==> config.mk <==
export PLATFORM = sky130hd
export DESIGN_NAME = tpp_horner_step
export DESIGN_NICKNAME = d
export VERILOG_FILES = /design/src/design/tpp_pkg.sv /design/src/design/tpp_horner_step.sv
export SDC_FILE = /design/constraint.sdc
export NUM_CORES = 2
export LEC_CHECK = 0
export BUFFER_PORTS_ARGS = -buffer_cell sky130_fd_sc_hd__buf_2
export CAP_MARGIN = 20
export CELL_PAD_IN_SITES_DETAIL_PLACEMENT = 1
export CELL_PAD_IN_SITES_GLOBAL_PLACEMENT = 1
export CORE_MARGIN = 2
export CORE_UTILIZATION = 40
export DETAILED_ROUTE_END_ITERATION = 16
export PLACE_DENSITY = 0.71
export SYNTH_ARGS = -nofsm -noshare
export SYNTH_HDL_FRONTEND = slang
export SYNTH_SLANG_ARGS = --single-unit
export TNS_END_PERCENT = 5
==> constraint.sdc <==
create_clock -name clk -period 8.3 [get_ports clk]
set_clock_uncertainty 0.15 [all_clocks]
set_input_delay 1.66 -clock clk [delete_from_list [all_inputs] [get_ports clk]]
set_output_delay 1.66 -clock clk [all_outputs]
set_load 0.005 [all_outputs]
==> src/design/tpp_pkg.sv <==
// Shared types, constants and coefficient table of the piecewise tanh core.
package tpp_pkg;

  // Fixed field widths and internal formats
  localparam int X_WIDTH       = 24;  // argument field
  localparam int POLY_FRAC     = 28;  // internal Q3.28 fraction bits
  localparam int YW            = 32;  // clamped argument, at most 8.0 in Q28
  localparam int AW            = 32;  // Horner accumulator, |acc| < 2^30
  localparam int PW            = YW + AW + 1;  // signed product of y and acc
  localparam int RW            = POLY_FRAC + 1;  // saturated result, 0 .. 1.0
  localparam int NUM_STEPS     = 5;   // Horner steps per item
  localparam int DEF_IN_FRAC   = 20;
  localparam int DEF_OUT_FRAC  = 22;

  // Segment of the argument range
  typedef enum logic [1:0] {
    SEG_UNIT,  // y < 1
    SEG_TWO,   // 1 <= y < 2
    SEG_FOUR,  // 2 <= y < 4
    SEG_TAIL   // 4 <= y <= 8
  } tpp_seg_t;

  // One item travelling down the Horner chain
  typedef struct packed {
    logic [YW-1:0]        y;
    tpp_seg_t             seg;
    logic signed [AW-1:0] acc;
  } tpp_beat_t;

  // Polynomial coefficients in Q28, index k is the power of y
  function automatic logic signed [AW-1:0] seg_coef(input tpp_seg_t seg,
                                                    input logic [2:0] k);
    logic signed [AW-1:0] c;
    c = '0;
    unique case (seg)
      SEG_UNIT: begin
        case (k)
          3'd0:    c = 32'sd0;
          3'd1:    c = 32'sd268402688;
          3'd2:    c = 32'sd1528035;
          3'd3:    c = -32'sd101656512;
          3'd4:    c = 32'sd33379832;
          3'd5:    c = 32'sd2813220;
          default: c = '0;
        endcase
      end
      SEG_TWO: begin
        case (k)
          3'd0:    c = -32'sd33554432;
          3'd1:    c = 32'sd406901376;
          3'd2:    c = -32'sd217620640;
          3'd3:    c = 32'sd53804128;
          3'd4:    c = -32'sd5088159;
          default: c = '0;
        endcase
      end
      SEG_FOUR: begin
        case (k)
          3'd0:    c = 32'sd16777216;
          3'd1:    c = 32'sd325452544;
          3'd2:    c = -32'sd173957088;
          3'd3:    c = 32'sd47664368;
          3'd4:    c = -32'sd6651712;
          3'd5:    c = 32'sd376273;
          default: c = '0;
        endcase
      end
      SEG_TAIL: begin
        case (k)
          3'd0:    c = 32'sd268435456;
          3'd1:    c = -32'sd743792;
          3'd2:    c = 32'sd341428;
          3'd3:    c = -32'sd51679;
          3'd4:    c = 32'sd2580;
          default: c = '0;
        endcase
      end
      default: c = '0;
    endcase
    return c;
  endfunction

endpackage

==> src/design/tpp_horner_step.sv <==
// One Horner step over two stages: multiply by y, then round, shift and add coefficient.
module tpp_horner_step (
  input  logic                 clk,
  input  logic                 rst_n,
  input  logic                 adv,
  input  logic [2:0]           coef_k,
  input  logic                 in_valid,
  input  tpp_pkg::tpp_beat_t   in_beat,
  output logic                 out_valid,
  output tpp_pkg::tpp_beat_t   out_beat
);
  import tpp_pkg::*;

  localparam logic signed [PW-1:0] HALF = PW'(1) <<< (POLY_FRAC - 1);

  logic                  mul_valid_r;
  tpp_beat_t             mul_beat_r;
  logic signed [PW-1:0]  prod_r, prod_nxt;
  logic                  add_valid_r;
  tpp_beat_t             add_beat_r, add_beat_nxt;
  logic signed [PW-1:0]  rounded;

  // multiply stage
  assign prod_nxt = $signed({1'b0, in_beat.y}) * in_beat.acc;

  // add stage: floor((y*acc + half) / 2^28) + a_k
  always_comb begin
    rounded          = (prod_r + HALF) >>> POLY_FRAC;
    add_beat_nxt     = mul_beat_r;
    add_beat_nxt.acc = seg_coef(mul_beat_r.seg, coef_k) + $signed(rounded[AW-1:0]);
  end

  always_ff @(posedge clk) begin
    if (!rst_n) begin
      mul_valid_r <= 1'b0;
      add_valid_r <= 1'b0;
    end else if (adv) begin
      mul_valid_r <= in_valid;
      add_valid_r <= mul_valid_r;
    end
  end

  always_ff @(posedge clk) begin
    if (adv) begin
      mul_beat_r <= in_beat;
      prod_r     <= prod_nxt;
      add_beat_r <= add_beat_nxt;
    end
  end

  assign out_valid = add_valid_r;
  assign out_beat  = add_beat_r;

endmodule

==> impl_metrics.ini <==
[yosys]
ys_seq_area_share_pct = 10.4
syn-instance-count = 4063
synthDistinctLibCells = 61
synth_edf_count = 133
post-synth-top-count-cell = inv_1
ys.flop_type = edfxtp_1
syn_area_um2 = 38900
syn_area_per_cell_um2 = 9.58
yosysTopAreaCell = fa_1
async_flop_share_pct = 0
ys_top_cells_by_count = 909 x inv_1, 893 x fa_1, 634 x and2_1
syn-num-nets = 5322
yosys.area.top_type_share_pct = 45.9
yosysWarnings = 0
ys_top_cells_by_area = fa_1 46%, edfxtp_1 10%, and2_1 10%, ha_1 9.4%, inv_1 8.8%
synth_seq_cells = 135

[worst_setup_path]
crit_fanout = 10
cp.arrival_ns = 8.64
crit_top_cell = fa_1
regToRegStartpoint = add_beat_nxt[33]
critical_path_required_ns = 8.39
max_stage_delay_ns = 0.56
ff2ff_path_depth = 18
cp_slowest_cell = fa_1
start_kind = input pin
worstSetupStartpoint = in_beat[7]
worstSetupEndpointType = register
worstSetupPathType = in -> reg

[die]
initial_utilization_pct = 40.3
core_um2 = 96600
dieArea_um2 = 99800
placementRows = 114
die_h_um = 316
boundaryPins = 140
die-width_um = 316

[run_status]
status = complete, but fails checks
violations = setup timing

[sta]
rsz0062_at_grt = yes
finalHoldViolCount = 0
holdWs_ns = 0.260
relSlewSlack_pct = 38.3
worstMarginPinSlew_ns = 0.926
slew_viol_final = 0
setup_viol = 17
period_share_pct = 103
max_freq_mhz = 117
period_needed_ns = 8.56
layout_setup_ws_ns = -0.256
finalSetupTns_ns = -2.19

[grt]
grt_usage_pct = 25.5
grt_max_degree = 72
grt_remaining_overflow = 0
grt_pass1_wl_um = 193000
antenna_found_initial = 3
first_global_vias = 33100

[final_layout]
utilization_pct = 46.1
final_cells = 5638
syn2layout_area_growth_pct = 14.4
n_fill_cell = 11000
drive_gt1_share_pct = 13.5
final_net_count = 5606
regArea_um2 = 4030
multi_input_area_um2 = 31100

[worst_hold_path]
hold_start = add_beat_nxt[44]
whs_path_depth = 0
hold_path_class = reg -> reg

[detailed_routing]
routed_wl_um = 122000
vias = 28600
viasPerCell = 5.08
ant_nets = 0
drt-pass1-iter-count = 7
drtIter0Drc = 1537
routedWlPerCell_um = 21.7
drcViolationCount = 0

[clock_tree]
clkSinkCount = 135
clkSlewWorstSetupHoldPaths_ns = 0.09
clkLatencyLatePin_ns = 0.49
clockRootBuffer = clkbuf_16
htree_levels = 4
postCtsHoldBufs = 0
cts_buffers = 17
cts_tree = done
clk_path_buf_depth = 2

[placed_design]
dp_hpwl_um = 103000
io_buffer_count = 139
place_congestion = 0.896
dpl.cell_count = 5599

[job]
drv_cap = 0
[per-layer routing]
metal  vias to the layer above  GRT usage (%)  share of wire, %
li1                      12600              -                 -
met1                     15300           34.2                43
met2                       625           44.6                51
met3                       147           1.91               3.5
met4                         0           6.95               2.6
met5                         -              0                 0
[layout make-up]
cell class	instances	share of cell area, %
Clock buffer	17	0.956
Antenna cell	2	0.0112
Tap cell	1276	3.59
Multi-Input combinational cell	2807	69.8
Sequential cell	135	9.06
Timing Repair Buffer	474	8.47
Inverter	912	7.69
Clock inverter	15	0.441
[state kept, by name, summed over array words and instances (netlist names)]
register,flops
out_valid,1
prod_r,33
out_beat,66
mul_valid_r,1
add_beat_nxt,34
[timing repair]
item	in CTS	in global routing
resized for setup	80	49
buffers inserted	4	2
setup endpoints to repair	29	29
hold endpoints to repair	0	0
pin swaps	32	36
[kinds of logic after synthesis]
logic type | Yosys count | synth area share [%]
compound gates | 261 | 4.28
xor+xnor | 105 | 2.36
buf+inv | 1121 | 10.8
simple gates | 1251 | 16.7
flops | 135 | 10.4
fa+ha+maj | 1186 | 55.3
mux | 4 | 0.103
[worst max-delay path: cells and delay by family]
| kind | cells | cell delay (ns) |
|---|---|---|
| XOR/XNOR | 1 | 0.14 |
| buffers and inverters | 9 | 0.70 |
| adder cells (fa/ha/maj) | 9 | 4.28 |
| AO/OA/AOI/OAI | 8 | 1.53 |
| AND/OR/NAND/NOR | 2 | 0.31 |
[path summary, 6_finish.rpt]
path                            slack (ns)      endpoint
worst max-delay path                 -0.26    prod_r[57]
worst max register to register        2.75  out_beat[30]
worst min register to register        0.26  out_beat[44]
worst min-delay path                  0.26  out_beat[44]
[metrics by stage]
step           setup slack [ns]  cell area [um^2]
2_1_floorplan            -0.130             39200
3_3_place_gp              -1.17             43400
3_5_place_dp              -1.33             43400
4_1_cts                  -0.302             44300
5_1_grt                  -0.417             44500
6_report                 -0.256             44500
[cells in the final DEF, fill, tap and decap left out, drive strengths merged, types with 8 or more instances in the layout]
cell	Yosys	layout
a31oi	11	11
edfxtp	133	133
a21o	32	32
nor2b	9	9
and2	634	634
nand3	34	34
nor2	81	81
clkbuf	205	21
and3	10	10
xnor2	73	73
buf	4	470
xor2	32	32
ha	293	293
clkinv	3	11
fa	893	893
nand2b	22	22
nor3	8	8
o21ai	58	58
a211oi	10	10
inv	909	916
nand4	14	14
nand2	426	426
a21oi	90	90
Power is not shown: default switching activity piles up to over one toggle a cycle in this logic, so the estimate is an artifact.
