File: config.mk
export PLATFORM = sky130hd
export DESIGN_NAME = tpp_out_stage
export DESIGN_NICKNAME = d
export VERILOG_FILES = /design/src/design/tpp_pkg.sv /design/src/design/tpp_out_stage.sv
export SDC_FILE = /design/constraint.sdc
export NUM_CORES = 1
export LEC_CHECK = 0
export BUFFER_PORTS_ARGS = -buffer_cell sky130_fd_sc_hd__buf_2
export CAP_MARGIN = 20
export CORE_MARGIN = 3
export CORE_UTILIZATION = 43
export DETAILED_ROUTE_END_ITERATION = 10
export PLACE_DENSITY = 0.87
export SLEW_MARGIN = 20
export SYNTH_ARGS = -nofsm -noshare
export SYNTH_HDL_FRONTEND = slang
export SYNTH_SLANG_ARGS = --single-unit
export TNS_END_PERCENT = 100
File: constraint.sdc
create_clock -name clk -period 2.73 [get_ports clk]
set_input_delay 0.1365 -clock clk [delete_from_list [all_inputs] [get_ports clk]]
set_output_delay 0.1365 -clock clk [all_outputs]
set_load 0.005 [all_outputs]
File: src/design/tpp_pkg.sv
// Shared types, constants and coefficient table of the piecewise tanh core.
package tpp_pkg;

  // Fixed field widths and internal formats
  localparam int X_WIDTH       = 24;  // argument field
  localparam int POLY_FRAC     = 28;  // internal Q3.28 fraction bits
  localparam int YW            = 32;  // clamped argument, at most 8.0 in Q28
  localparam int AW            = 32;  // Horner accumulator, |acc| < 2^30
  localparam int PW            = YW + AW + 1;  // signed product of y and acc
  localparam int RW            = POLY_FRAC + 1;  // saturated result, 0 .. 1.0
  localparam int NUM_STEPS     = 5;   // Horner steps per item
  localparam int DEF_IN_FRAC   = 20;
  localparam int DEF_OUT_FRAC  = 22;

  // Segment of the argument range
  typedef enum logic [1:0] {
    SEG_UNIT,  // y < 1
    SEG_TWO,   // 1 <= y < 2
    SEG_FOUR,  // 2 <= y < 4
    SEG_TAIL   // 4 <= y <= 8
  } tpp_seg_t;

  // One item travelling down the Horner chain
  typedef struct packed {
    logic [YW-1:0]        y;
    tpp_seg_t             seg;
    logic signed [AW-1:0] acc;
  } tpp_beat_t;

  // Polynomial coefficients in Q28, index k is the power of y
  function automatic logic signed [AW-1:0] seg_coef(input tpp_seg_t seg,
                                                    input logic [2:0] k);
    logic signed [AW-1:0] c;
    c = '0;
    unique case (seg)
      SEG_UNIT: begin
        case (k)
          3'd0:    c = 32'sd0;
          3'd1:    c = 32'sd268402688;
          3'd2:    c = 32'sd1528035;
          3'd3:    c = -32'sd101656512;
          3'd4:    c = 32'sd33379832;
          3'd5:    c = 32'sd2813220;
          default: c = '0;
        endcase
      end
      SEG_TWO: begin
        case (k)
          3'd0:    c = -32'sd33554432;
          3'd1:    c = 32'sd406901376;
          3'd2:    c = -32'sd217620640;
          3'd3:    c = 32'sd53804128;
          3'd4:    c = -32'sd5088159;
          default: c = '0;
        endcase
      end
      SEG_FOUR: begin
        case (k)
          3'd0:    c = 32'sd16777216;
          3'd1:    c = 32'sd325452544;
          3'd2:    c = -32'sd173957088;
          3'd3:    c = 32'sd47664368;
          3'd4:    c = -32'sd6651712;
          3'd5:    c = 32'sd376273;
          default: c = '0;
        endcase
      end
      SEG_TAIL: begin
        case (k)
          3'd0:    c = 32'sd268435456;
          3'd1:    c = -32'sd743792;
          3'd2:    c = 32'sd341428;
          3'd3:    c = -32'sd51679;
          3'd4:    c = 32'sd2580;
          default: c = '0;
        endcase
      end
      default: c = '0;
    endcase
    return c;
  endfunction

endpackage

File: src/design/tpp_out_stage.sv
// Output register: saturate to [0, 1.0], then round (or widen) to the output format.
module tpp_out_stage #(
  parameter int OUT_FRAC_BITS = tpp_pkg::DEF_OUT_FRAC
) (
  input  logic                          clk,
  input  logic                          rst_n,
  input  logic                          adv,
  input  logic                          in_valid,
  input  logic signed [tpp_pkg::AW-1:0] acc,
  output logic                          out_valid,
  output logic [OUT_FRAC_BITS:0]        tanh_value
);
  import tpp_pkg::*;

  localparam int                   OW      = OUT_FRAC_BITS + 1;
  localparam logic signed [AW-1:0] ACC_ONE = AW'(1) <<< POLY_FRAC;

  logic          valid_r;
  logic [OW-1:0] tanh_r, tanh_nxt;
  logic [RW-1:0] sat;

  // saturate
  always_comb begin
    if (acc < 0) begin
      sat = '0;
    end else if (acc > ACC_ONE) begin
      sat = ACC_ONE[RW-1:0];
    end else begin
      sat = acc[RW-1:0];
    end
  end

  // rescale to the output fraction width
  if (OUT_FRAC_BITS >= POLY_FRAC) begin : g_widen
    assign tanh_nxt = OW'(sat) << (OUT_FRAC_BITS - POLY_FRAC);
  end else begin : g_round
    localparam int            SH   = POLY_FRAC - OUT_FRAC_BITS;
    localparam logic [RW-1:0] HALF = RW'(1) << (SH - 1);
    logic [RW-1:0] sum;
    assign sum      = sat + HALF;
    assign tanh_nxt = OW'(sum >> SH);
  end

  always_ff @(posedge clk) begin
    if (!rst_n) begin
      valid_r <= 1'b0;
    end else if (adv) begin
      valid_r <= in_valid;
    end
  end

  always_ff @(posedge clk) begin
    if (adv) begin
      tanh_r <= tanh_nxt;
    end
  end

  assign out_valid  = valid_r;
  assign tanh_value = tanh_r;

endmodule

==> results.sh <==
export IMPL_seq_area_frac_synth=0.4935
export IMPL_placed_cell_area_um2=1882
export IMPL_p_leak_nw=0.7482
export IMPL_combinationalPowerShare=0.199
export IMPL_finalSetupViolCount=0
export IMPL_synthSimpleGateAreaFrac=0.2876
export IMPL_drive_above_1_share=0.3897
export IMPL_rsz0062_at_grt="no"
export IMPL_syn_inst=141
export IMPL_initial_core_util=0.4604
export IMPL_grt_max_degree=26
export IMPL_slew_headroom=0.6492
export IMPL_endpoint_kind="flip-flop"
export IMPL_cts_max_path_buffers=2
export IMPL_die_w_um=63.87
export IMPL_route_detailed_drc=0
export IMPL_rows=20
export IMPL_critPathRequiredTime_ns=2.87
export IMPL_die_area_um2=4079
export IMPL_synth_top_family_by_area="simple AND/OR/NAND/NOR gates"
export IMPL_cts_tree="done"
export IMPL_power_frac_seq=0.568
export IMPL_drt_wl_total_um=3575
export IMPL_fin_crit_ns=2.529
export IMPL_first_pass_iters=4
export IMPL_antenna_found_initial=0
export IMPL_totalNegativeSetupSlack_ns=0
export IMPL_cts_sinks=24
export IMPL_drtAntennaViolNets=0
export IMPL_finalHoldViolations=0
export IMPL_grt_remaining_overflow=0
export IMPL_wl_per_cell_um=13.91
export IMPL_yosysTopAreaCell="edfxtp_1"
export IMPL_drv_cap=0
export IMPL_grt_pass1_vias=1281
export IMPL_power_per_cell_area_nw_per_um2=401.7
export IMPL_clockRootBuffer="clkbuf_4"
export IMPL_cts_resized=0
export IMPL_die_height_um=63.87
export IMPL_area_growth_pct=33.62
export IMPL_fillers=266
export IMPL_synth_edf_count=23
export IMPL_track_usage=0.1730
export IMPL_path_clk_slew_ns=0.12
export IMPL_dp_hpwl_um=2739
export IMPL_synth_compound_area_frac=0.1034
export IMPL_tightest_slew_ns=0.5262
export IMPL_sw_frac_of_total=0.2426
export IMPL_synth_ff_type="edfxtp_1"
export IMPL_postLayoutCoreUtil=0.6152
export IMPL_outcome="completed"
export IMPL_netlist_top_cells_count="edfxtp_1 (23), nor3_1 (15), a211oi_1 (9), o21ai_0 (9), or3_1 (9)"
export IMPL_holdBufCountCts=0
export IMPL_synthesis_area_um2=1440
export IMPL_synthAdderAreaFrac=0.008688
export IMPL_synth_xor_area_share=0.06690
export IMPL_cp_arrival_ns=2.67
export IMPL_synth_mux_area_frac=0.006950
export IMPL_final_min_period_over_clock_period=0.9263
export IMPL_critical_path_class="primary input to flip-flop"
export IMPL_async_flop_share=0
export IMPL_ioPinCount=60
export IMPL_maxSlewViolCount=0
export IMPL_p_int_w=0.0005855
export IMPL_fin_area_um2=1924
export IMPL_core_um2=3128
export IMPL_synth_cell_type_count=31
export IMPL_syn_num_nets=178
export IMPL_synth_top_cells_by_area="edfxtp_1 (48%), nor3_1 (5.2%), a211oi_1 (4.7%)"
export IMPL_total_power_w=0.0007731
export IMPL_fmax_mhz=395.4
export IMPL_synthMostInstantiatedCell="edfxtp_1"
export IMPL_yosysTopAreaCellShare=0.4796
export IMPL_hp_class="primary input to flip-flop"
export IMPL_finClkSkew_ns=0
export IMPL_syn_area_per_cell_um2=10.21
export IMPL_io_buffers=59
export IMPL_vias=1431
export IMPL_yosys_warnings=0
export IMPL_htreeDepth=1
export IMPL_post_cts_buffers=0
export IMPL_gp_congestion=0.8597
export IMPL_p_sw_w=0.0001876
export IMPL_diodes=0
export IMPL_vias_per_cell=5.568
export IMPL_final_nets=251
export IMPL_clkPwrFrac=0.233
export IMPL_start_kind="primary input"
export IMPL_drt_iter0_markers=93
export IMPL_ir_drop_mv=0.1816
export IMPL_path_max_fanout=8
export IMPL_grt_pass1_wl_um=5561
export IMPL_cts_inserted_buffers=3
export IMPL_ys_ff_latch=24
export IMPL_clock_latency_ns=0.31
==> power groups by stage <==
stage	Combinational, W	Sequential (W)	Clock (W)
4_1_cts	0.000152	0.000439	0.000183
3_5_place_dp	0.000151	0.000448	0
6_report	0.000154	0.000439	0.000180
3_3_place_gp	0.000148	0.000447	0
5_1_grt	0.000168	0.000442	0.000198
2_1_floorplan	0.0000445	0.000453	0
==> sequential cells by signal, summed over array words and instances (netlist names) <==
name and cells:
out_valid 1, tanh_value 23
==> layout make-up <==
class / instances / area (um^2) / area share
sequential: 24 / 710.7 / 0.3693
multi-input combinational: 105 / 688.2 / 0.3576
timing repair buffer: 75 / 415.4 / 0.2159
tap: 44 / 55.05 / 0.02861
clock buffer: 4 / 36.28 / 0.01886
inverter: 5 / 18.77 / 0.009753
==> cell usage in the layout, fill, tap and decap left out, drive strengths merged, types with 7 or more instances in the layout <==
cell	netlist	routed
a211oi	9	9
buf	1	75
edfxtp	23	23
nand2	7	7
nand3	7	7
nand4	7	7
nor3	15	15
nor4	8	8
o21ai	9	9
or3	9	9
xnor2	7	7
==> stage by stage <==
stage          instances  setup WS, ns  hold WS [ns]
6_report             257        0.2012       0.02942
5_1_grt              257       0.03623       0.02932
4_1_cts              257        0.1775       0.02797
3_5_place_dp         253       -0.1419        0.3532
3_3_place_gp         253     -0.002194        0.3494
2_1_floorplan        141        0.1629        0.2490
==> cell families (layout without fill, tap and decap cells) <==
group           count (synthesis)  after routing
compound gates                 23             23
xor+xnor                       11             11
fa+ha+maj                       1              1
buf+inv                        12             84
flops                          24             24
mux                             1              1
simple gates                   69             69
==> metal layers <==
metal  global-route usage  up-vias  part of all wire
met1               0.2036      649              0.41
li1                     -      703                 -
met2               0.3187       77              0.50
met4              0.06469        0            0.0087
met5                    0        -                 0
met3              0.01933        2             0.074
==> worst paths after layout <==
check                               start              to  slack [ns]  cells after the start
worst max-delay path               acc[8]  tanh_value[15]        0.20                     10
worst min register to register  out_valid       out_valid        0.53                      2
worst min-delay path                rst_n       out_valid        0.03                      2
worst max register to register  out_valid       out_valid        2.14                      2
==> worst max-delay path, stage by stage <==
cell and delay (ns):
buf_2 0.11, nor4_1 0.27, and4_1 0.28, a21oi_1 0.13, nor3b_1 0.22, ha_1 0.22, nand3_1 0.11, or4_1 0.55
or3_1 0.38, a211oi_1 0.26
Power figures use the tool's default switching activity.
