File: src/design/tpp_pkg.sv
// Shared types, constants and coefficient table of the piecewise tanh core.
package tpp_pkg;

  // Fixed field widths and internal formats
  localparam int X_WIDTH       = 24;  // argument field
  localparam int POLY_FRAC     = 28;  // internal Q3.28 fraction bits
  localparam int YW            = 32;  // clamped argument, at most 8.0 in Q28
  localparam int AW            = 32;  // Horner accumulator, |acc| < 2^30
  localparam int PW            = YW + AW + 1;  // signed product of y and acc
  localparam int RW            = POLY_FRAC + 1;  // saturated result, 0 .. 1.0
  localparam int NUM_STEPS     = 5;   // Horner steps per item
  localparam int DEF_IN_FRAC   = 20;
  localparam int DEF_OUT_FRAC  = 22;

  // Segment of the argument range
  typedef enum logic [1:0] {
    SEG_UNIT,  // y < 1
    SEG_TWO,   // 1 <= y < 2
    SEG_FOUR,  // 2 <= y < 4
    SEG_TAIL   // 4 <= y <= 8
  } tpp_seg_t;

  // One item travelling down the Horner chain
  typedef struct packed {
    logic [YW-1:0]        y;
    tpp_seg_t             seg;
    logic signed [AW-1:0] acc;
  } tpp_beat_t;

  // Polynomial coefficients in Q28, index k is the power of y
  function automatic logic signed [AW-1:0] seg_coef(input tpp_seg_t seg,
                                                    input logic [2:0] k);
    logic signed [AW-1:0] c;
    c = '0;
    unique case (seg)
      SEG_UNIT: begin
        case (k)
          3'd0:    c = 32'sd0;
          3'd1:    c = 32'sd268402688;
          3'd2:    c = 32'sd1528035;
          3'd3:    c = -32'sd101656512;
          3'd4:    c = 32'sd33379832;
          3'd5:    c = 32'sd2813220;
          default: c = '0;
        endcase
      end
      SEG_TWO: begin
        case (k)
          3'd0:    c = -32'sd33554432;
          3'd1:    c = 32'sd406901376;
          3'd2:    c = -32'sd217620640;
          3'd3:    c = 32'sd53804128;
          3'd4:    c = -32'sd5088159;
          default: c = '0;
        endcase
      end
      SEG_FOUR: begin
        case (k)
          3'd0:    c = 32'sd16777216;
          3'd1:    c = 32'sd325452544;
          3'd2:    c = -32'sd173957088;
          3'd3:    c = 32'sd47664368;
          3'd4:    c = -32'sd6651712;
          3'd5:    c = 32'sd376273;
          default: c = '0;
        endcase
      end
      SEG_TAIL: begin
        case (k)
          3'd0:    c = 32'sd268435456;
          3'd1:    c = -32'sd743792;
          3'd2:    c = 32'sd341428;
          3'd3:    c = -32'sd51679;
          3'd4:    c = 32'sd2580;
          default: c = '0;
        endcase
      end
      default: c = '0;
    endcase
    return c;
  endfunction

endpackage

File: src/design/tpp_front.sv
// Front stage: clamp the argument, rescale to Q28, pick segment and leading coefficient.
module tpp_front #(
  parameter int IN_FRAC_BITS = tpp_pkg::DEF_IN_FRAC
) (
  input  logic                         clk,
  input  logic                         rst_n,
  input  logic                         adv,
  input  logic                         in_valid,
  input  logic [tpp_pkg::X_WIDTH-1:0]  x_value,
  output logic                         out_valid,
  output tpp_pkg::tpp_beat_t           out_beat
);
  import tpp_pkg::*;

  localparam int            Y_SH    = POLY_FRAC - IN_FRAC_BITS;
  localparam logic [YW-1:0] X_LIMIT = YW'(8) << IN_FRAC_BITS;
  localparam logic [YW-1:0] Y_ONE   = YW'(1) << POLY_FRAC;

  logic        valid_r;
  tpp_beat_t   beat_r, beat_nxt;
  logic [YW-1:0] x_ext, x_clamp;

  // clamp to 8.0 and align to the internal format
  always_comb begin
    x_ext        = YW'(x_value);
    x_clamp      = (x_ext > X_LIMIT) ? X_LIMIT : x_ext;
    beat_nxt.y   = x_clamp << Y_SH;
    if (beat_nxt.y < Y_ONE) begin
      beat_nxt.seg = SEG_UNIT;
    end else if (beat_nxt.y < (Y_ONE << 1)) begin
      beat_nxt.seg = SEG_TWO;
    end else if (beat_nxt.y < (Y_ONE << 2)) begin
      beat_nxt.seg = SEG_FOUR;
    end else begin
      beat_nxt.seg = SEG_TAIL;
    end
    beat_nxt.acc = seg_coef(beat_nxt.seg, 3'd5);
  end

  always_ff @(posedge clk) begin
    if (!rst_n) begin
      valid_r <= 1'b0;
    end else if (adv) begin
      valid_r <= in_valid;
    end
  end

  always_ff @(posedge clk) begin
    if (adv) begin
      beat_r <= beat_nxt;
    end
  end

  assign out_valid = valid_r;
  assign out_beat  = beat_r;

endmodule

File: config.mk
export PLATFORM = sky130hd
export DESIGN_NAME = tpp_front
export DESIGN_NICKNAME = d
export VERILOG_FILES = /design/src/design/tpp_pkg.sv /design/src/design/tpp_front.sv
export SDC_FILE = /design/constraint.sdc
export NUM_CORES = 1
export LEC_CHECK = 0
export BUFFER_PORTS_ARGS = -buffer_cell sky130_fd_sc_hd__buf_4
export CORE_MARGIN = 3
export CORE_UTILIZATION = 41
export DETAILED_ROUTE_END_ITERATION = 8
export GPL_TIMING_DRIVEN = 1
export PLACE_DENSITY = 0.88
export REMOVE_ABC_BUFFERS = 1
export SYNTH_ARGS = -nofsm -noshare
export SYNTH_HDL_FRONTEND = slang
export SYNTH_SLANG_ARGS = --single-unit
File: constraint.sdc
create_clock -name clk -period 0.9 [get_ports clk]
set_clock_uncertainty 0.05 [all_clocks]
set_input_delay 0 -clock clk [delete_from_list [all_inputs] [get_ports clk]]
set_output_delay 0 -clock clk [all_outputs]
set_load 0.005 [all_outputs]
==> flow_summary.json, run 1 <==
{
  "power.total_mw": 3.09,
  "grt_pass1_vias": 974,
  "ios": 95,
  "cp_data_required_time_ns": 0.85,
  "drive_gt1_share_pct": 45.3,
  "cts-root-buf": "clkbuf_4",
  "dr.pass1.iters": 2,
  "reg2regPathDepth": 2,
  "finalWorstSetupSlack_ns": -0.108,
  "synthMuxAreaShare_pct": 0.721,
  "setup_viol": 18,
  "yosys.area.top_type_share_pct": 62.7,
  "numPortBuffers": 72,
  "synthTopCellsByCount": "buf_4 (37), edfxtp_1 (29), nor2b_1 (24)",
  "vias_per_cell": 4.00,
  "cp-start-kind": "flop",
  "slew_viol_final": 0,
  "clockBufferDepth": 2,
  "async_flop_share_pct": 0,
  "globalplace.congestion": 0.687,
  "die_h_um": 64.2,
  "synth.ff_latch_count": 30,
  "htreeDepth": 2,
  "max_freq_mhz": 992,
  "worstSetupPathType": "flop to output port",
  "grt_usage_pct": 14.4,
  "fin_crit_ns": 1.01,
  "synth-simple-area-share_pct": 13.9,
  "critPathSlowestCell": "edfxtp_1",
  "start_util_pct": 44.0,
  "final_area_um2": 2190,
  "ant_nets": 0,
  "n_antenna_cell": 0,
  "hold_depth": 2,
  "placed_cell_area_um2": 1830,
  "hold_ws_ns": -0.0587,
  "holdCritStartpoint": "x_value[20]",
  "cpPeakStageDelay_ns": 0.38,
  "layout.cells.non_filler": 236,
  "grt_pass1_wl_um": 4430,
  "synth_top_area_cell": "edfxtp_1",
  "min_path_type": "input port to flop",
  "seq_area_frac_synth_pct": 64.1,
  "dr.first_iter.drc_count": 23,
  "hold_viol": 3,
  "hpwl_um": 2090,
  "power.density_nw_per_um2": 1420,
  "worstPathArrival_ns": 0.96,
  "ys_warn_count": 0,
  "peakVddDrop_mv": 0.965,
  "rr_startpoint": "out_valid",
  "rows": 20,
  "route.detailed.drc": 0,
  "dp_cells": 203,
  "fin_nets": 219,
  "numClockSinks": 30,
  "syn_avg_cell_area_um2": 13.8,
  "rsz0062_at_grt": "true",
  "synth_compound_area_share_pct": 0,
  "r2r_slack_ns": 0.26,
  "syn_area_um2": 1390,
  "post-place-ws_ns": -0.0184,
  "cts_tree": "built",
  "cp_max_fo": 7,
  "reg2reg_to": "out_valid",
  "dieArea_um2": 4120,
  "status": "complete, but fails checks",
  "leakage_nw": 0.964,
  "synth_xor_area_share_pct": 0,
  "ys_types": 13,
  "globalRoute.totalOverflow": 0,
  "cp_top_family": "flip-flops",
  "numCtsBuffers": 5,
  "timing.final.crit_share_pct": 112,
  "critical_path.most_common_cell": "buf_6",
  "cp-end-kind": "output port",
  "antenna_found_initial": 0,
  "synth.area.top_cells": "edfxtp_1 (63%), buf_4 (20%), nor2b_1 (11%)",
  "synth_edf_count": 29,
  "min_to": "out_beat[19]",
  "routed_wl_um": 2900,
  "violations": "negative hold slack, negative setup slack",
  "syn2layout_area_growth_pct": 57.4,
  "die_x_um": 64.2,
  "coreArea_um2": 3150,
  "avgRoutedWirePerCell_um": 12.3,
  "path_clk_slew_ns": 0.08,
  "clock_latency_ns": 0.31,
  "syn_inst": 101,
  "grt_start_max_net_pins": 21,
  "path_buf_inv": 2,
  "synth_top_family_by_area": "buffers and inverters",
  "synthAdderAreaFrac_pct": 0,
  "synth_most_common_cell": "buf_4",
  "dr_total_vias": 944,
  "final.fill_count": 247,
  "path_cells": "buf_6 > buf_6",
  "drv_cap": 0,
  "synth_flop_cell": "edfxtp_1"
}
## worst register-to-register path: cells and delay by family, from the launching register on
kind,cells,cell delay [ns]
multiplexers,1,0.12
flip-flops,1,0.32
AND/OR/NAND/NOR,1,0.06
## worst max path at each step
stage / startpoint / to / slack [ns] / depth (start not counted)
floorplan: x_value[21] / out_beat[33] / 0.14 / 1
global placement: x_value[21] / out_beat[33] / 0.003 / 2
detailed placement: x_value[21] / out_beat[33] / -0.02 / 2
CTS: out_beat[18] / out_beat[4] / -0.13 / 2
global route: out_beat[15] / out_beat[11] / -0.16 / 1
finish: out_beat[18] / out_beat[4] / -0.11 / 2
## final cells by class
cell class                      count  area [µm²]  share of cell area [%]
Multi-Input combinational cell     52         285                    13.1
Timing Repair Buffer              102         895                    40.9
Tap cell                           44        55.1                    2.52
Sequential cell                    30         891                    40.8
Clock buffer                        7        55.1                    2.52
Clock inverter                      1        5.00                   0.229
## metrics by stage
step	setup TNS [ns]	hold slack (ns)	util [%]
2_1_floorplan	0	0.0489	-
3_3_place_gp	0	0.172	58.2
3_5_place_dp	-0.0184	0.173	58.2
4_1_cts	-2.14	-0.0730	69.0
5_1_grt	-3.25	-0.0770	69.3
6_report	-1.81	-0.0587	69.3
## state kept, by name (all words and copies together), names as in the netlist
register and flops:
out_beat 29, out_valid 1
## repair_timing
action | CTS | global route
gates cloned | 0 | 0
hold buffers | 24 | 1
setup buffers | 1 | 0
endpoints found under the setup margin | 24 | 43
gates resized for setup | 9 | 2
hold endpoints to repair | 36 | 4
## cell usage in the layout (no fill, tap or decap), types with 2 or more instances in the layout
cell type	count
buf_4	64
edfxtp_1	29
dlygate4sd3_1	25
nor2b_1	24
conb_1	22
buf_6	11
clkbuf_4	5
buf_12	2
## report_power, final
| part | leakage [nW] | internal, mW | total, mW | switching (mW) |
|---|---|---|---|---|
| Sequential | 0.288 | 1.65 | 1.69 | 0.0381 |
| Combinational | 0.641 | 0.400 | 0.614 | 0.214 |
| Clock | 0.0353 | 0.378 | 0.794 | 0.416 |
## routing by layer
layer | GRT usage, % | part of all wire [%] | vias to the layer above | wire (µm)
li1 | - | - | 455 | -
met2 | 29.7 | 60 | 56 | 1730
met5 | 0 | 0 | - | 0
met1 | 12.3 | 31 | 428 | 902
met4 | 7.12 | 1.5 | 0 | 44
met3 | 3.51 | 7.6 | 5 | 221
## kinds of logic after synthesis
| family | count (synthesis) |
|---|---|
| buffers and inverters | 40 |
| flip-flops | 30 |
| AND/OR/NAND/NOR | 29 |
| multiplexers | 1 |
| other | 1 |
Power figures use the tool's default switching activity.
==> inputs of run 2 (changes only) <==
--- a/config.mk
+++ b/config.mk
@@ -10,7 +10,7 @@
 export CORE_UTILIZATION = 41
 export DETAILED_ROUTE_END_ITERATION = 8
 export GPL_TIMING_DRIVEN = 1
-export PLACE_DENSITY = 0.88
+export PLACE_DENSITY = 0.79
 export REMOVE_ABC_BUFFERS = 1
 export SYNTH_ARGS = -nofsm -noshare
 export SYNTH_HDL_FRONTEND = slang
==> run 2 against run 1 <==
Against the previous run:
- the flow still finishes with violations (negative hold slack, negative setup slack)
- combinational power up 5.5%
- wire length up 23%
- count of clock-buffer cells in the layout is 2 lower
- worst hold slack improved by 0.020 ns
- total power is 1.7% lower
- global-route usage grew 1.6 points
- first-iteration DRC count up 120%
- non-clock buffer count up 2
- largest power group unchanged
==> flow_summary.json, run 2 (synthesized netlist as in run 1, its figures left out) <==
{
  "antenna_found_initial": 0,
  "path_clk_slew_ns": 0.08,
  "vias_per_cell": 4.20,
  "wl_met1_um": 1280,
  "critPathSlowestCell": "dlygate4sd3_1",
  "timing.final.crit_share_pct": 120,
  "numClockSinks": 30,
  "rsz0062_at_grt": "true",
  "dr_total_vias": 1000,
  "hold_depth": 2,
  "reg2reg_to": "out_valid",
  "r2r_slack_ns": 0.26,
  "numPortBuffers": 72,
  "fin_setup_tns_ns": -3.13,
  "fin_nets": 221,
  "ant_nets": 0,
  "final_common_cell": "buf_4",
  "final_area_um2": 2230,
  "path_buf_inv": 2,
  "setup.worst_path.start": "x_value[20]",
  "holdCritStartpoint": "x_value[21]",
  "cp_top_family": "buffers and inverters",
  "clockBufferDepth": 2,
  "setup_viol": 30,
  "cp_max_fo": 3,
  "rr_startpoint": "out_valid",
  "drv_cap": 0,
  "critical_path_depth": 4,
  "met3RoutedLength_um": 325,
  "violations": "negative hold slack, negative setup slack",
  "grt_pass1_vias": 926,
  "dr_wl_met2_um": 1900,
  "dr.first_iter.drc_count": 51,
  "worstSetupPathType": "input port to flop",
  "dieArea_um2": 4120,
  "cpPeakStageDelay_ns": 0.60,
  "hpwl_um": 2080,
  "fin_util_pct": 70.6,
  "cp-start-kind": "input port",
  "grt_usage_pct": 16.0,
  "die_h_um": 64.2,
  "min_path_type": "input port to flop",
  "hold_ws_ns": -0.0384,
  "critPathCapture": "out_beat[32]",
  "highest_layer": "met4",
  "coreArea_um2": 3150,
  "placed_cell_area_um2": 1810,
  "fin_crit_ns": 1.08,
  "grt_pass1_wl_um": 4750,
  "dp_cells": 201,
  "leakage_nw": 0.996,
  "grt_start_max_net_pins": 23,
  "drive_gt1_share_pct": 43.8,
  "start_util_pct": 44.0,
  "status": "complete, but fails checks",
  "clock_latency_ns": 0.31,
  "ios": 95,
  "hold_viol": 4,
  "worstPathArrival_ns": 1.10,
  "finalWorstSetupSlack_ns": -0.183,
  "n_antenna_cell": 0,
  "layout.cells.non_filler": 238,
  "dr.pass1.iters": 4,
  "slew_viol_final": 0,
  "cts-root-buf": "clkbuf_4",
  "numCtsBuffers": 5,
  "cts_tree": "built",
  "power.density_nw_per_um2": 1370,
  "largest_register_ffs": 29,
  "globalRoute.totalOverflow": 0,
  "cp_data_required_time_ns": 0.92,
  "final_cell_mix": "buf_4 (57), edfxtp_1 (29), dlygate4sd3_1 (25)",
  "max_freq_mhz": 924,
  "die_x_um": 64.2,
  "reg2regPathDepth": 2,
  "avgRoutedWirePerCell_um": 14.9,
  "htreeDepth": 2,
  "path_cells": "buf_4 > dlygate4sd3_1 > nor4_4 > nor2_1",
  "rows": 20,
  "route.detailed.drc": 0,
  "syn2layout_area_growth_pct": 60.3,
  "routed_wl_um": 3560,
  "cp-end-kind": "flop",
  "globalplace.congestion": 0.621,
  "power.total_mw": 3.04,
  "peakVddDrop_mv": 0.629
}
## run 2: final cells by class
cell class	count	area [µm²]
Multi-Input combinational cell	52	294
Fill cell	224	927
Clock inverter	3	11.3
Timing Repair Buffer	104	937
Sequential cell	30	891
Tap cell	44	55.1
Clock buffer	5	37.5
## run 2: timing repair
action                                  CTS  global route
endpoints found under the setup margin   34            54
setup buffers                             0             2
endpoints found under the hold margin    35             4
pin swaps                                 0             1
hold buffers                             27             1
resized for setup                         5            17
## run 2: how the worst min path moves through the flow
stage / to / slack, ns
6_report: out_beat[33] / -0.04
5_1_grt: out_beat[33] / -0.06
4_1_cts: out_beat[19] / -0.08
3_5_place_dp: out_valid / 0.17
3_3_place_gp: out_valid / 0.17
2_1_floorplan: out_beat[65] / 0.05
## run 2: metal layers
layer  global-route usage (%)  vias to the layer above
li1                         -                      462
met1                     16.8                      464
met2                     28.3                       68
met3                     6.68                        6
met4                     6.33                        0
met5                        0                        -
## run 2: power by group
| group | switching, mW | internal [mW] | leakage, nW |
|---|---|---|---|
| clock network | 0.416 | 0.277 | 0.0277 |
| registers | 0.0509 | 1.65 | 0.288 |
| logic | 0.232 | 0.416 | 0.680 |
## run 2: stage by stage
| step | setup slack [ns] | hold WS (ns) |
|---|---|---|
| 3_3_place_gp | 0.00481 | 0.165 |
| 4_1_cts | -0.185 | -0.0833 |
| 6_report | -0.183 | -0.0384 |
| 2_1_floorplan | 0.136 | 0.0489 |
| 3_5_place_dp | -0.0241 | 0.172 |
| 5_1_grt | -0.208 | -0.0583 |
==> inputs of run 3 (changes only) <==
--- a/config.mk
+++ b/config.mk
@@ -11,6 +11,7 @@
 export DETAILED_ROUTE_END_ITERATION = 8
 export GPL_TIMING_DRIVEN = 1
 export PLACE_DENSITY = 0.79
+export RECOVER_POWER = 25
 export REMOVE_ABC_BUFFERS = 1
 export SYNTH_ARGS = -nofsm -noshare
 export SYNTH_HDL_FRONTEND = slang
==> run 3 against run 2 <==
Against the previous run:
- highest routed layer unchanged
- worst setup slack is essentially flat
- sequential cell count is the same
- first-iteration DRC count grew 9.8%
- utilization shrank 0.60 points
- critical endpoint unchanged
- combinational power shrank 2%
- die area is the same
- critical path type unchanged
- wire length shrank 0.22%
- the flow still finishes with violations (negative hold slack, negative setup slack)
- fmax is essentially flat
- via count shrank 0.30%
- non-clock buffer count is the same
- register-to-register slack is essentially flat
==> flow_summary.json, run 3 (synthesized netlist as in run 1, its figures left out) <==
{
  "n_antenna_cell": 0,
  "final.fill_count": 227,
  "timing.final.crit_share_pct": 120,
  "setup_viol": 30,
  "critical_path_depth": 4,
  "ios": 95,
  "critPathCapture": "out_beat[32]",
  "combinationalPowerShare_pct": 21.0,
  "cp-end-kind": "flop",
  "pwr-share-seq_pct": 56.1,
  "rr_startpoint": "out_valid",
  "cpPeakStageDelay_ns": 0.60,
  "route.detailed.drc": 0,
  "numCtsBuffers": 5,
  "slew_viol_final": 0,
  "power.density_nw_per_um2": 1370,
  "leakage_nw": 0.987,
  "cp_max_fo": 3,
  "ant_nets": 0,
  "rows": 20,
  "htreeDepth": 2,
  "peakVddDrop_mv": 0.625,
  "fin_crit_ns": 1.08,
  "cts_tree": "built",
  "max_freq_mhz": 924,
  "globalRoute.totalOverflow": 0,
  "grt_start_max_net_pins": 23,
  "grt_pass1_wl_um": 4750,
  "fin_nets": 221,
  "dp_cells": 201,
  "hold_viol": 4,
  "switchingPower_mw": 0.697,
  "dieArea_um2": 4120,
  "grt_pass1_vias": 926,
  "path_clk_slew_ns": 0.08,
  "min_path_type": "input port to flop",
  "worst_pin_slew_ns": 0.793,
  "antenna_found_initial": 0,
  "final_common_cell": "buf_4",
  "avgRoutedWirePerCell_um": 14.9,
  "die_h_um": 64.2,
  "drive_gt1_share_pct": 43.3,
  "clock_latency_ns": 0.31,
  "post-place-ws_ns": -0.0241,
  "swShare_pct": 23.0,
  "cp_top_family": "buffers and inverters",
  "clkPwrFrac_pct": 22.9,
  "largest_register_ffs": 29,
  "cts-root-buf": "clkbuf_4",
  "register_area_um2": 891,
  "finalWorstSetupSlack_ns": -0.183,
  "reg2regPathDepth": 2,
  "dr.first_iter.drc_count": 56,
  "start_util_pct": 44.0,
  "final_cell_mix": "buf_4 (56), edfxtp_1 (29), dlygate4sd3_1 (25)",
  "drv_cap": 0,
  "reg2reg_to": "out_valid",
  "vias_per_cell": 4.19,
  "multi_input_area_um2": 294,
  "cp-start-kind": "input port",
  "placed_cell_area_um2": 1810,
  "clockBufferDepth": 2,
  "path_buf_inv": 2,
  "globalplace.congestion": 0.621,
  "numPortBuffers": 72,
  "syn2layout_area_growth_pct": 58.9,
  "path_cells": "buf_4 > dlygate4sd3_1 > nor4_4 > nor2_1",
  "internal_power_mw": 2.33,
  "coreArea_um2": 3150,
  "dr.pass1.iters": 4,
  "dr_total_vias": 997,
  "layout.cells.non_filler": 238,
  "critPathSlowestCell": "dlygate4sd3_1",
  "rsz0062_at_grt": "true",
  "fin_util_pct": 70.0,
  "final_area_um2": 2210,
  "violations": "negative hold slack, negative setup slack",
  "numClockSinks": 30,
  "r2r_slack_ns": 0.26,
  "routed_wl_um": 3550,
  "die_x_um": 64.2,
  "hpwl_um": 2080,
  "relSlewSlack_pct": 47.2,
  "worstPathArrival_ns": 1.10,
  "hold_ws_ns": -0.0383,
  "cp_data_required_time_ns": 0.92,
  "setup.worst_path.start": "x_value[20]",
  "status": "complete, but fails checks",
  "fin_setup_tns_ns": -3.14,
  "worstSetupPathType": "input port to flop",
  "grt_usage_pct": 16.0
}
[run 3: changes by cell type in the layout (fill, tap and decap cells not counted)]
cell,previous run,this run
buf_12,1,0
buf_4,57,56
clkbuf_1,0,1
clkbuf_2,0,1
[run 3: how the worst min path moves through the flow]
stage	startpoint	endpoint	slack, ns	cells after the start
6_report	x_value[21]	out_beat[33]	-0.04	2
5_1_grt	x_value[21]	out_beat[33]	-0.06	2
4_1_cts	x_value[21]	out_beat[19]	-0.08	2
3_5_place_dp	rst_n	out_valid	0.17	2
3_3_place_gp	rst_n	out_valid	0.17	2
2_1_floorplan	x_value[23]	out_beat[65]	0.05	0
[run 3: worst reg2reg max path: cells and delay by family, from the launching register on]
| kind | cells | cell delay (ns) |
|---|---|---|
| mux | 1 | 0.12 |
| simple gates | 1 | 0.06 |
| flops | 1 | 0.31 |
[run 3: per-layer routing]
| layer | global-route usage (%) | share of wire, % | vias up |
|---|---|---|---|
| li1 | - | - | 461 |
| met1 | 16.8 | 36 | 462 |
| met2 | 28.3 | 54 | 68 |
| met3 | 6.68 | 9.2 | 6 |
| met4 | 6.33 | 1.3 | 0 |
| met5 | 0 | 0 | - |
[run 3: area by class of cell]
class | instances | share of cell area [%]
Clock buffer | 5 | 1.70
Clock inverter | 3 | 0.510
Multi-Input combinational cell | 52 | 13.3
Sequential cell | 30 | 40.4
Tap cell | 44 | 2.49
Timing Repair Buffer | 104 | 41.6
[run 3: power groups by stage]
stage	sequential, mW	clock [mW]	combinational [mW]
6_report	1.70	0.693	0.637
3_5_place_dp	1.73	0	0.479
3_3_place_gp	1.72	0	0.471
5_1_grt	1.71	0.787	0.675
2_1_floorplan	1.74	0	0.0673
4_1_cts	1.70	0.716	0.585
[run 3: through the flow]
stage          power, mW  hold slack (ns)
3_3_place_gp        2.19            0.165
6_report            3.03          -0.0383
3_5_place_dp        2.21            0.172
4_1_cts             3.00          -0.0833
2_1_floorplan       1.81           0.0489
5_1_grt             3.18          -0.0583
[run 3: what timing repair did]
item / CTS / global route
endpoints found under the setup margin: 34 / 54
hold buffers: 27 / 1
hold endpoints to repair: 35 / 4
resized for setup: 5 / 17
pin swaps: 0 / 1
setup buffers: 0 / 2
